$ cat config.mk
export PLATFORM = sky130hd
export DESIGN_NAME = base64_stream_decoder_unit
export DESIGN_NICKNAME = d
export VERILOG_FILES = /design/src/sv/b64d_pkg.sv /design/src/sv/b64d_in_stage.sv /design/src/sv/b64d_decode.sv /design/src/sv/b64d_out_stage.sv /design/src/sv/base64_stream_decoder_unit.sv
export SDC_FILE = /design/constraint.sdc
export NUM_CORES = 1
export LEC_CHECK = 0
export BUFFER_PORTS_ARGS = -buffer_cell sky130_fd_sc_hd__buf_2
export CAP_MARGIN = 10
export CORE_ASPECT_RATIO = 1.2
export CORE_MARGIN = 5
export CORE_UTILIZATION = 50
export CTS_BUF_LIST = sky130_fd_sc_hd__clkbuf_16
export CTS_CLUSTER_SIZE = 24
export DETAILED_ROUTE_END_ITERATION = 8
export PLACE_DENSITY = 0.67
export SYNTH_ARGS = -nofsm -noshare
export SYNTH_HDL_FRONTEND = slang
export SYNTH_SLANG_ARGS = --single-unit
$ cat constraint.sdc
create_clock -name clock -period 8.8 [get_ports clock]
set_input_delay 0.44 -clock clock [delete_from_list [all_inputs] [get_ports clock]]
set_output_delay 0.44 -clock clock [all_outputs]
set_load 0.01 [all_outputs]
$ cat src/sv/b64d_pkg.sv
`timescale 1ns / 1ps

package b64d_pkg;

   localparam int unsigned MAX_RESULTS = 5;
   localparam int unsigned COUNT_W     = 3;

   localparam logic [7:0] CHAR_PLUS  = 8'h2B;
   localparam logic [7:0] CHAR_SLASH = 8'h2F;
   localparam logic [7:0] CHAR_PAD   = 8'h3D;
   localparam logic [7:0] CHAR_SPACE = 8'h20;
   localparam logic [7:0] CHAR_LF    = 8'h0A;

   typedef enum logic [1:0] {
      KIND_DATA,
      KIND_PAD,
      KIND_SKIP,
      KIND_BAD
   } kind_type;

   typedef struct packed {
      kind_type   kind;
      logic [5:0] sextet;
   } class_type;

   typedef struct packed {
      logic [7:0] char_in;
      logic       is_last;
   } req_type;

   typedef struct packed {
      logic [7:0] out_byte;
      logic       has_byte;
      logic       end_of_stream;
      logic       bad_input;
   } rsp_type;

   // Results of one character: bytes in order, then an optional status entry.
   typedef struct packed {
      logic [MAX_RESULTS-1:0][7:0] bytes;
      logic [COUNT_W-1:0]          count;
      logic                        status;
      logic                        bad;
      logic                        eos;
   } bundle_type;

   function automatic class_type classify(input logic [7:0] c);
      class_type r;
      r.kind   = KIND_DATA;
      r.sextet = 6'd0;
      priority if (c >= 8'h41 && c <= 8'h5A) begin
         r.sextet = 6'(c - 8'h41);
      end else if (c >= 8'h61 && c <= 8'h7A) begin
         r.sextet = 6'(c - 8'h61 + 8'd26);
      end else if (c >= 8'h30 && c <= 8'h39) begin
         r.sextet = 6'(c - 8'h30 + 8'd52);
      end else if (c == CHAR_PLUS) begin
         r.sextet = 6'd62;
      end else if (c == CHAR_SLASH) begin
         r.sextet = 6'd63;
      end else if (c == CHAR_PAD) begin
         r.kind = KIND_PAD;
      end else if (c == CHAR_SPACE || c == CHAR_LF) begin
         r.kind = KIND_SKIP;
      end else begin
         r.kind = KIND_BAD;
      end
      return r;
   endfunction

endpackage

$ cat src/sv/b64d_in_stage.sv
`timescale 1ns / 1ps

module b64d_in_stage (
   input  logic              clock,
   input  logic              reset,
   input  logic              req_valid,
   output logic              req_ready,
   input  b64d_pkg::req_type req_data,
   input  logic              pop,
   output logic              in_valid,
   output b64d_pkg::req_type in_data
);

   logic              valid_ff;
   logic              valid_in;
   b64d_pkg::req_type data_ff;

   assign req_ready = !valid_ff || pop;
   assign in_valid  = valid_ff;
   assign in_data   = data_ff;

   always_comb begin
      valid_in = valid_ff;
      if (req_valid && req_ready) begin
         valid_in = 1'b1;
      end else if (pop) begin
         valid_in = 1'b0;
      end
   end

   always_ff @(posedge clock) begin
      if (reset) begin
         valid_ff <= 1'b0;
      end else begin
         valid_ff <= valid_in;
      end
   end

   always_ff @(posedge clock) begin
      if (req_valid && req_ready) begin
         data_ff <= req_data;
      end
   end

endmodule

$ cat src/sv/b64d_decode.sv
`timescale 1ns / 1ps

module b64d_decode (
   input  logic                 clock,
   input  logic                 reset,
   input  logic                 in_valid,
   input  b64d_pkg::req_type    in_data,
   input  logic                 out_free,
   output logic                 pop,
   output logic                 load,
   output b64d_pkg::bundle_type bundle
);

   logic [23:0] group_ff, group_in;
   logic [1:0]  sextets_ff, sextets_in;
   logic [1:0]  pads_ff, pads_in;
   logic [1:0]  held_cnt_ff, held_cnt_in;
   logic        err_ff, err_in;
   logic [7:0]  held0_ff, held1_ff;

   b64d_pkg::class_type cls;
   logic        active, reject, take, complete;
   logic [23:0] group_add, group_new;
   logic [1:0]  sextets_new, pads_new, held_new, rel;
   logic        err_new, bad_end, status;
   logic [2:0]  emit_n, count;
   logic [b64d_pkg::MAX_RESULTS-1:0][7:0] seq;

   always_comb begin
      cls    = b64d_pkg::classify(in_data.char_in);
      active = !err_ff && cls.kind != b64d_pkg::KIND_SKIP;
      reject = cls.kind == b64d_pkg::KIND_BAD ||
               (cls.kind == b64d_pkg::KIND_PAD && pads_ff == 2'd2);
      take   = active && !reject;

      unique case (sextets_ff)
         2'd0:    group_add = {cls.sextet, 18'd0};
         2'd1:    group_add = {6'd0, cls.sextet, 12'd0};
         2'd2:    group_add = {12'd0, cls.sextet, 6'd0};
         default: group_add = {18'd0, cls.sextet};
      endcase
      group_new = group_ff | group_add;

      complete    = take && sextets_ff == 2'd3;
      sextets_new = take ? sextets_ff + 2'd1 : sextets_ff;
      pads_new    = (take && cls.kind == b64d_pkg::KIND_PAD) ? pads_ff + 2'd1 : pads_ff;
      err_new     = err_ff || (active && reject);

      // held bytes first, then the finished group
      unique case (held_cnt_ff)
         2'd0:    seq = {8'd0, 8'd0, group_new[7:0], group_new[15:8], group_new[23:16]};
         2'd1:    seq = {8'd0, group_new[7:0], group_new[15:8], group_new[23:16], held0_ff};
         default: seq = {group_new[7:0], group_new[15:8], group_new[23:16], held1_ff,
                         held0_ff};
      endcase

      // all but the two newest bytes go out
      emit_n   = complete ? 3'({1'b0, held_cnt_ff} + 3'd1) : 3'd0;
      held_new = complete ? 2'd2 : held_cnt_ff;
      rel      = 2'd2 - pads_new;
      if (rel > held_new) begin
         rel = held_new;
      end

      bad_end = err_new || sextets_new != 2'd0;
      status  = in_data.is_last && (bad_end || rel == 2'd0);
      count   = emit_n;
      if (in_data.is_last) begin
         count = status ? emit_n + 3'd1 : emit_n + {1'b0, rel};
      end

      bundle.bytes  = seq;
      bundle.count  = count;
      bundle.status = status;
      bundle.bad    = in_data.is_last && bad_end;
      bundle.eos    = in_data.is_last;

      pop  = in_valid && (count == 3'd0 || out_free);
      load = pop && count != 3'd0;

      group_in    = group_ff;
      sextets_in  = sextets_ff;
      pads_in     = pads_ff;
      held_cnt_in = held_cnt_ff;
      err_in      = err_ff;
      if (pop) begin
         if (in_data.is_last) begin
            group_in    = 24'd0;
            sextets_in  = 2'd0;
            pads_in     = 2'd0;
            held_cnt_in = 2'd0;
            err_in      = 1'b0;
         end else begin
            group_in    = complete ? 24'd0 : (take ? group_new : group_ff);
            sextets_in  = sextets_new;
            pads_in     = pads_new;
            held_cnt_in = held_new;
            err_in      = err_new;
         end
      end
   end

   always_ff @(posedge clock) begin
      if (reset) begin
         group_ff    <= 24'd0;
         sextets_ff  <= 2'd0;
         pads_ff     <= 2'd0;
         held_cnt_ff <= 2'd0;
         err_ff      <= 1'b0;
      end else begin
         group_ff    <= group_in;
         sextets_ff  <= sextets_in;
         pads_ff     <= pads_in;
         held_cnt_ff <= held_cnt_in;
         err_ff      <= err_in;
      end
   end

   // keep the two newest group bytes back
   always_ff @(posedge clock) begin
      if (pop && complete && !in_data.is_last) begin
         held0_ff <= group_new[15:8];
         held1_ff <= group_new[7:0];
      end
   end

endmodule

$ cat src/sv/b64d_out_stage.sv
`timescale 1ns / 1ps

module b64d_out_stage (
   input  logic                 clock,
   input  logic                 reset,
   input  logic                 load,
   input  b64d_pkg::bundle_type bundle,
   output logic                 out_free,
   output logic                 rsp_valid,
   input  logic                 rsp_ready,
   output b64d_pkg::rsp_type    rsp_data
);

   logic                 valid_ff, valid_in;
   logic [2:0]           idx_ff, idx_in;
   b64d_pkg::bundle_type bun_ff;
   logic                 tail, stat;

   assign tail     = idx_ff == bun_ff.count - 3'd1;
   assign stat     = bun_ff.status && tail;
   assign out_free = !valid_ff || (rsp_ready && tail);
   assign rsp_valid = valid_ff;

   always_comb begin
      rsp_data.out_byte      = stat ? 8'd0 : bun_ff.bytes[idx_ff];
      rsp_data.has_byte      = !stat;
      rsp_data.end_of_stream = bun_ff.eos && tail;
      rsp_data.bad_input     = bun_ff.bad && tail;
   end

   always_comb begin
      valid_in = valid_ff;
      idx_in   = idx_ff;
      if (load) begin
         valid_in = 1'b1;
         idx_in   = 3'd0;
      end else if (valid_ff && rsp_ready) begin
         // advance through the entries, drop after the last transfer
         if (tail) begin
            valid_in = 1'b0;
         end else begin
            idx_in = idx_ff + 3'd1;
         end
      end
   end

   always_ff @(posedge clock) begin
      if (reset) begin
         valid_ff <= 1'b0;
         idx_ff   <= 3'd0;
      end else begin
         valid_ff <= valid_in;
         idx_ff   <= idx_in;
      end
   end

   always_ff @(posedge clock) begin
      if (load) begin
         bun_ff <= bundle;
      end
   end

endmodule

$ cat src/sv/base64_stream_decoder_unit.sv
`timescale 1ns / 1ps
// The first result of a character is offered once it has passed the input register and been
// loaded into the result register, at the earliest.
// Throughput: one character per cycle while the result register is free or it has no results;
// a character holds the result register until its last result is taken; the next one waits.
// Up to 5 results per character, one result transfer per cycle at the output.
// Reset clears the group, counts, error flag and both valid bits.

module base64_stream_decoder_unit (
   input  logic              clock,
   input  logic              reset,
   input  logic              req_valid,
   output logic              req_ready,
   input  b64d_pkg::req_type req_data,
   output logic              rsp_valid,
   input  logic              rsp_ready,
   output b64d_pkg::rsp_type rsp_data
);

   logic                 pop, load, in_valid, out_free;
   b64d_pkg::req_type    in_data;
   b64d_pkg::bundle_type bundle;

   b64d_in_stage u_in (
      .clock     (clock),
      .reset     (reset),
      .req_valid (req_valid),
      .req_ready (req_ready),
      .req_data  (req_data),
      .pop       (pop),
      .in_valid  (in_valid),
      .in_data   (in_data)
   );

   b64d_decode u_dec (
      .clock    (clock),
      .reset    (reset),
      .in_valid (in_valid),
      .in_data  (in_data),
      .out_free (out_free),
      .pop      (pop),
      .load     (load),
      .bundle   (bundle)
   );

   b64d_out_stage u_out (
      .clock     (clock),
      .reset     (reset),
      .load      (load),
      .bundle    (bundle),
      .out_free  (out_free),
      .rsp_valid (rsp_valid),
      .rsp_ready (rsp_ready),
      .rsp_data  (rsp_data)
   );

endmodule

==> flow_results.org <==
** Timing
- Worst hold margin :: 0.254 ns
- In this run the tightest slew margin relative to its limit is 29.2%.
- The final count of hold timing violations came to 0.
- Max-slew violation count :: 0
- Highest clock rate :: 145 MHz
- Setup violations remaining at the end of the flow were counted as 0.
- Clock skew on the completed layout was measured at 0.00833 ns.
- Clock period minus worst slack :: 6.90 ns
- For the pin with the worst max-slew slack, the measured transition is 1.06 ns.
- Of the available clock period, the critical path in the final layout requires 78.5%.
- RSZ-0062 raised after global routing :: no
- Setup TNS Final :: 0 ns

** Synthesis
- Register area share after synthesis :: 47.8%
- The number of nets handed over by synthesis was 595.
- Number of instances in the synthesized netlist :: 555
- Counting distinct cell types in the post-synthesis netlist gives 70.
- Leading register cell type out of synthesis :: sky130_fd_sc_hd__edfxtp_1
- Number of synthesized flops with an enable pin :: 71
- The synthesized design contains 107 register bits.
- Synth Warn # :: 0
- Each instance of the synthesized netlist takes up on average 10.8 µm².
- The cell area that synthesis handed to floorplanning was 5970 µm².
- Share of flip-flops with an asynchronous set or reset after synthesis :: 0%

** Worst hold path
- Class of the worst hold path :: input port to register

** Power and ir drop
- Overall Power :: 1.01 mW
- VDD IR-drop max :: 0.0889 mV
- Static leakage :: 2.38 nW
- Dividing total power by cell area gives a power density of 157 nW/µm².

** Run
- Across the run, the number of max-cap violations was 0.

** Floorplanning
- Die height :: 130 µm
- Starting utilization of the core area :: 51.3%
- In this run the count of I/O pins placed on the die edge is 26.
- From left edge to right edge, the die measures 110 µm.
- After floorplanning, the core was sized to cover 11600 µm².
- The floorplan step defined a die boundary enclosing 14200 µm².
- The floorplan has 43 rows.

** Place
- Once detailed placement completed, the half-perimeter wirelength came to 9.56 mm.
- At the end of routability-driven placement, the weighted congestion stood at 0.865.
- In this run the tool buffered the top-level ports with 25 buffer cells.

** Global routing
- The total overflow left after global routing is 0.
- The first global-routing pass estimated 21.7 mm of wire.
- The via count of the first global-routing pass is 4231.
- The number of antenna violations at the first check in global routing was 0.
- Largest net degree at the start of global routing :: 50
- Across every metal layer, demand over resource in global routing totals 19.5%.

** Critical path
- Worst-path fanout max :: 49
- STA puts the critical path data required time at 8.77 ns.
- Data arrival time of the critical path :: 6.88 ns
- STA classifies the critical path endpoint as a register.
- STA classifies the critical path startpoint as a register.
- The setup path with the least slack is of type register to register.

** Clock network
- Counting along the longest clock path gives a buffer depth of 2.
- For this design, the CTS-stage hold fixing added 0 buffers.
- Insertion delay to the later sink of the worst-skew pair :: 0.36 ns
- After clock tree synthesis, the repair step resized 0 gates.
- CTS tree :: yes
- Sinks on the clock net :: 107
- CTS built an H-tree with a depth of 3.
- Clock tree synthesis inserted a total of 9 buffers.
- After clock tree synthesis, the clock-pin slew on the worst setup and hold paths is 0.07 ns.
- Clock tree synthesis selected as its root buffer the cell sky130_fd_sc_hd__clkbuf_16.
- Buffers added to address setup during post-CTS repair amount to 0.

** Outcome
- Outcome :: finished clean

** Layout
- The repair_antennas step left the layout with diodes totalling 0.
- Fillcell total :: 1032
- Area Growth Syn to Fin :: 8.14%
- For this run, the post-layout net count is 603.
- In the final layout, the share of cells above drive strength 1 is 13.9%.
- Measured on the finished design, the core utilization comes to 55.5%.

** Drt
- In the routed design, unresolved DRC markers number 0.
- For this run, the detailed router's first-pass iteration total came to 5.
- Once detail routing completed, the nets flagged for antenna violations numbered 0.
- In the final routed layout, each cell accounts on average for 18.2 µm.
- Vias per cell :: 6.09
- Violation count after the first detailed-route iteration :: 384
- For this block, the routed nets add up to 13.2 mm of wire.
- Number of vias in the routed layout :: 4418
==> where the power goes <==
group	leakage (nW)	internal [mW]	switching (mW)
logic	1.30	0.0234	0.0498
clock network	0.140	0.197	0.194
registers	0.932	0.540	0.00893
total	2.38	0.760	0.252
==> cell usage after synthesis, types with 6 or more instances <==
cell	n	area share, %
sky130_fd_sc_hd__nor4b_1	8	1.2
sky130_fd_sc_hd__nand3_1	10	0.84
sky130_fd_sc_hd__a21oi_1	26	2.2
sky130_fd_sc_hd__nor2b_1	8	0.84
sky130_fd_sc_hd__inv_1	38	2.4
sky130_fd_sc_hd__a31o_1	9	1.3
sky130_fd_sc_hd__edfxtp_1	71	36
sky130_fd_sc_hd__xnor2_1	6	0.88
sky130_fd_sc_hd__clkbuf_1	21	1.3
sky130_fd_sc_hd__a21o_1	8	1.0
sky130_fd_sc_hd__a22oi_1	11	1.4
sky130_fd_sc_hd__mux4_2	8	3.0
sky130_fd_sc_hd__ha_1	26	5.5
sky130_fd_sc_hd__and2_1	13	1.4
sky130_fd_sc_hd__dfxtp_1	36	12
sky130_fd_sc_hd__nand2_1	48	3.0
sky130_fd_sc_hd__o31ai_2	9	1.9
sky130_fd_sc_hd__nor2_1	37	2.3
sky130_fd_sc_hd__o31ai_1	7	0.88
sky130_fd_sc_hd__nor3_1	11	0.92
sky130_fd_sc_hd__o21ai_0	19	1.6
sky130_fd_sc_hd__o221ai_1	8	1.2
sky130_fd_sc_hd__o211ai_1	20	2.5
sky130_fd_sc_hd__buf_2	6	0.50
==> worst paths after layout <==
kind / start / to / slack [ns] / cells past startpoint
hold / removal: req_data[5] / u_in.in_data[5]$_DFFE_PP_ / 0.25 / 1
setup reg to reg: u_in.in_data[3]$_DFFE_PP_ / u_out.bun_ff[23]$_DFFE_PP_ / 1.90 / 20
hold reg to reg: u_dec.group_ff[15]$_SDFFE_PP0P_ / u_dec.group_ff[15]$_SDFFE_PP0P_ / 0.48 / 1
setup / recovery: u_in.in_data[3]$_DFFE_PP_ / u_out.bun_ff[23]$_DFFE_PP_ / 1.90 / 20
==> cells in the final DEF (no fill, tap or decap), types with 4 or more instances in the layout <==
cell / instances
sky130_fd_sc_hd__nand3_1: 10
sky130_fd_sc_hd__mux4_2: 8
sky130_fd_sc_hd__nor2_1: 37
sky130_fd_sc_hd__o211ai_1: 20
sky130_fd_sc_hd__o221ai_1: 8
sky130_fd_sc_hd__nand3b_1: 4
sky130_fd_sc_hd__a21oi_1: 26
sky130_fd_sc_hd__clkbuf_16: 9
sky130_fd_sc_hd__a31o_2: 4
sky130_fd_sc_hd__nor4_1: 5
sky130_fd_sc_hd__and2_1: 12
sky130_fd_sc_hd__a31o_1: 9
sky130_fd_sc_hd__nor2b_1: 8
sky130_fd_sc_hd__nand4_1: 5
sky130_fd_sc_hd__xnor2_1: 6
sky130_fd_sc_hd__o31ai_1: 7
sky130_fd_sc_hd__ha_1: 26
sky130_fd_sc_hd__nor4b_1: 8
sky130_fd_sc_hd__a21o_1: 8
sky130_fd_sc_hd__dfxtp_1: 36
sky130_fd_sc_hd__o31ai_2: 9
sky130_fd_sc_hd__nor3_1: 11
sky130_fd_sc_hd__nand2_1: 48
sky130_fd_sc_hd__inv_1: 38
sky130_fd_sc_hd__a22o_1: 4
sky130_fd_sc_hd__edfxtp_1: 71
sky130_fd_sc_hd__buf_2: 25
sky130_fd_sc_hd__o21ai_0: 19
sky130_fd_sc_hd__a22oi_1: 11
sky130_fd_sc_hd__o21ai_1: 4
==> sequential cells by signal (all words and copies together) (netlist names) <==
name               cells
u_dec.err_ff           1
u_dec.group_ff        24
u_dec.held0_ff         8
u_dec.held1_ff         8
u_dec.held_cnt_ff      2
u_dec.pads_ff          2
u_dec.sextets_ff       2
u_in.in_data           9
u_in.in_valid          1
u_out.bun_ff          46
u_out.idx_ff           3
u_out.rsp_valid        1
==> cell families (layout without fill, tap and decap cells) <==
logic type,Yosys count,in the layout,share of synthesized area [%]
compound gates,160,160,21.5
xor+xnor,9,9,1.57
fa+ha+maj,27,27,5.79
buf+inv,72,85,5.03
flops,107,107,47.8
mux,12,12,3.71
simple gates,168,168,14.6
==> per-layer routing <==
layer  vias up  track usage [%]  part of all wire [%]
met1      2163             25.7                    45
met5         -                0                     0
met3        24             2.94                   3.9
met4         0             7.56                   2.3
li1       2119                -                     -
met2       112             32.2                    49
==> through the flow <==
| step | std cells | area [µm²] | worst slack (ns) |
|---|---|---|---|
| after global routing | 725 | 6450 | 1.37 |
| after CTS | 724 | 6440 | 1.80 |
| after detailed placement | 708 | 6160 | 1.84 |
| final | 725 | 6450 | 1.90 |
| after global placement | 708 | 6160 | 2.09 |
| after floorplan | 555 | 5970 | 2.39 |
==> cell type report <==
cell class	instances	area [µm²]	share of cell area, %
timing repair buffer	28	151	2.35
sequential	107	2850	44.2
clock inverter	7	57.6	0.892
tap	157	196	3.04
clock buffer	9	225	3.49
inverter	41	154	2.39
multi-input combinational	376	2820	43.6
==> critical path: stages, from the launching register on <==
cell and delay [ns]:
sky130_fd_sc_hd__edfxtp_1 0.52, sky130_fd_sc_hd__inv_1 0.21, sky130_fd_sc_hd__ha_1 0.27, sky130_fd_sc_hd__nor2b_1 0.13, sky130_fd_sc_hd__o21ai_1 0.65, sky130_fd_sc_hd__a21oi_1 0.27
sky130_fd_sc_hd__nand4_1 0.29, sky130_fd_sc_hd__mux2i_1 0.25, sky130_fd_sc_hd__xnor2_1 0.18, sky130_fd_sc_hd__ha_1 0.29, sky130_fd_sc_hd__nor2b_1 0.13, sky130_fd_sc_hd__o21ai_0 0.19
sky130_fd_sc_hd__a21oi_1 0.12, sky130_fd_sc_hd__nand3b_1 0.17, sky130_fd_sc_hd__ha_1 0.24, sky130_fd_sc_hd__fa_1 0.53, sky130_fd_sc_hd__nor3_1 0.06, sky130_fd_sc_hd__a31oi_1 0.33
sky130_fd_sc_hd__nor3b_1 0.16, sky130_fd_sc_hd__nor4b_1 0.56, sky130_fd_sc_hd__and2_2 0.96
Note: power is estimated with default switching activity, not from simulation.
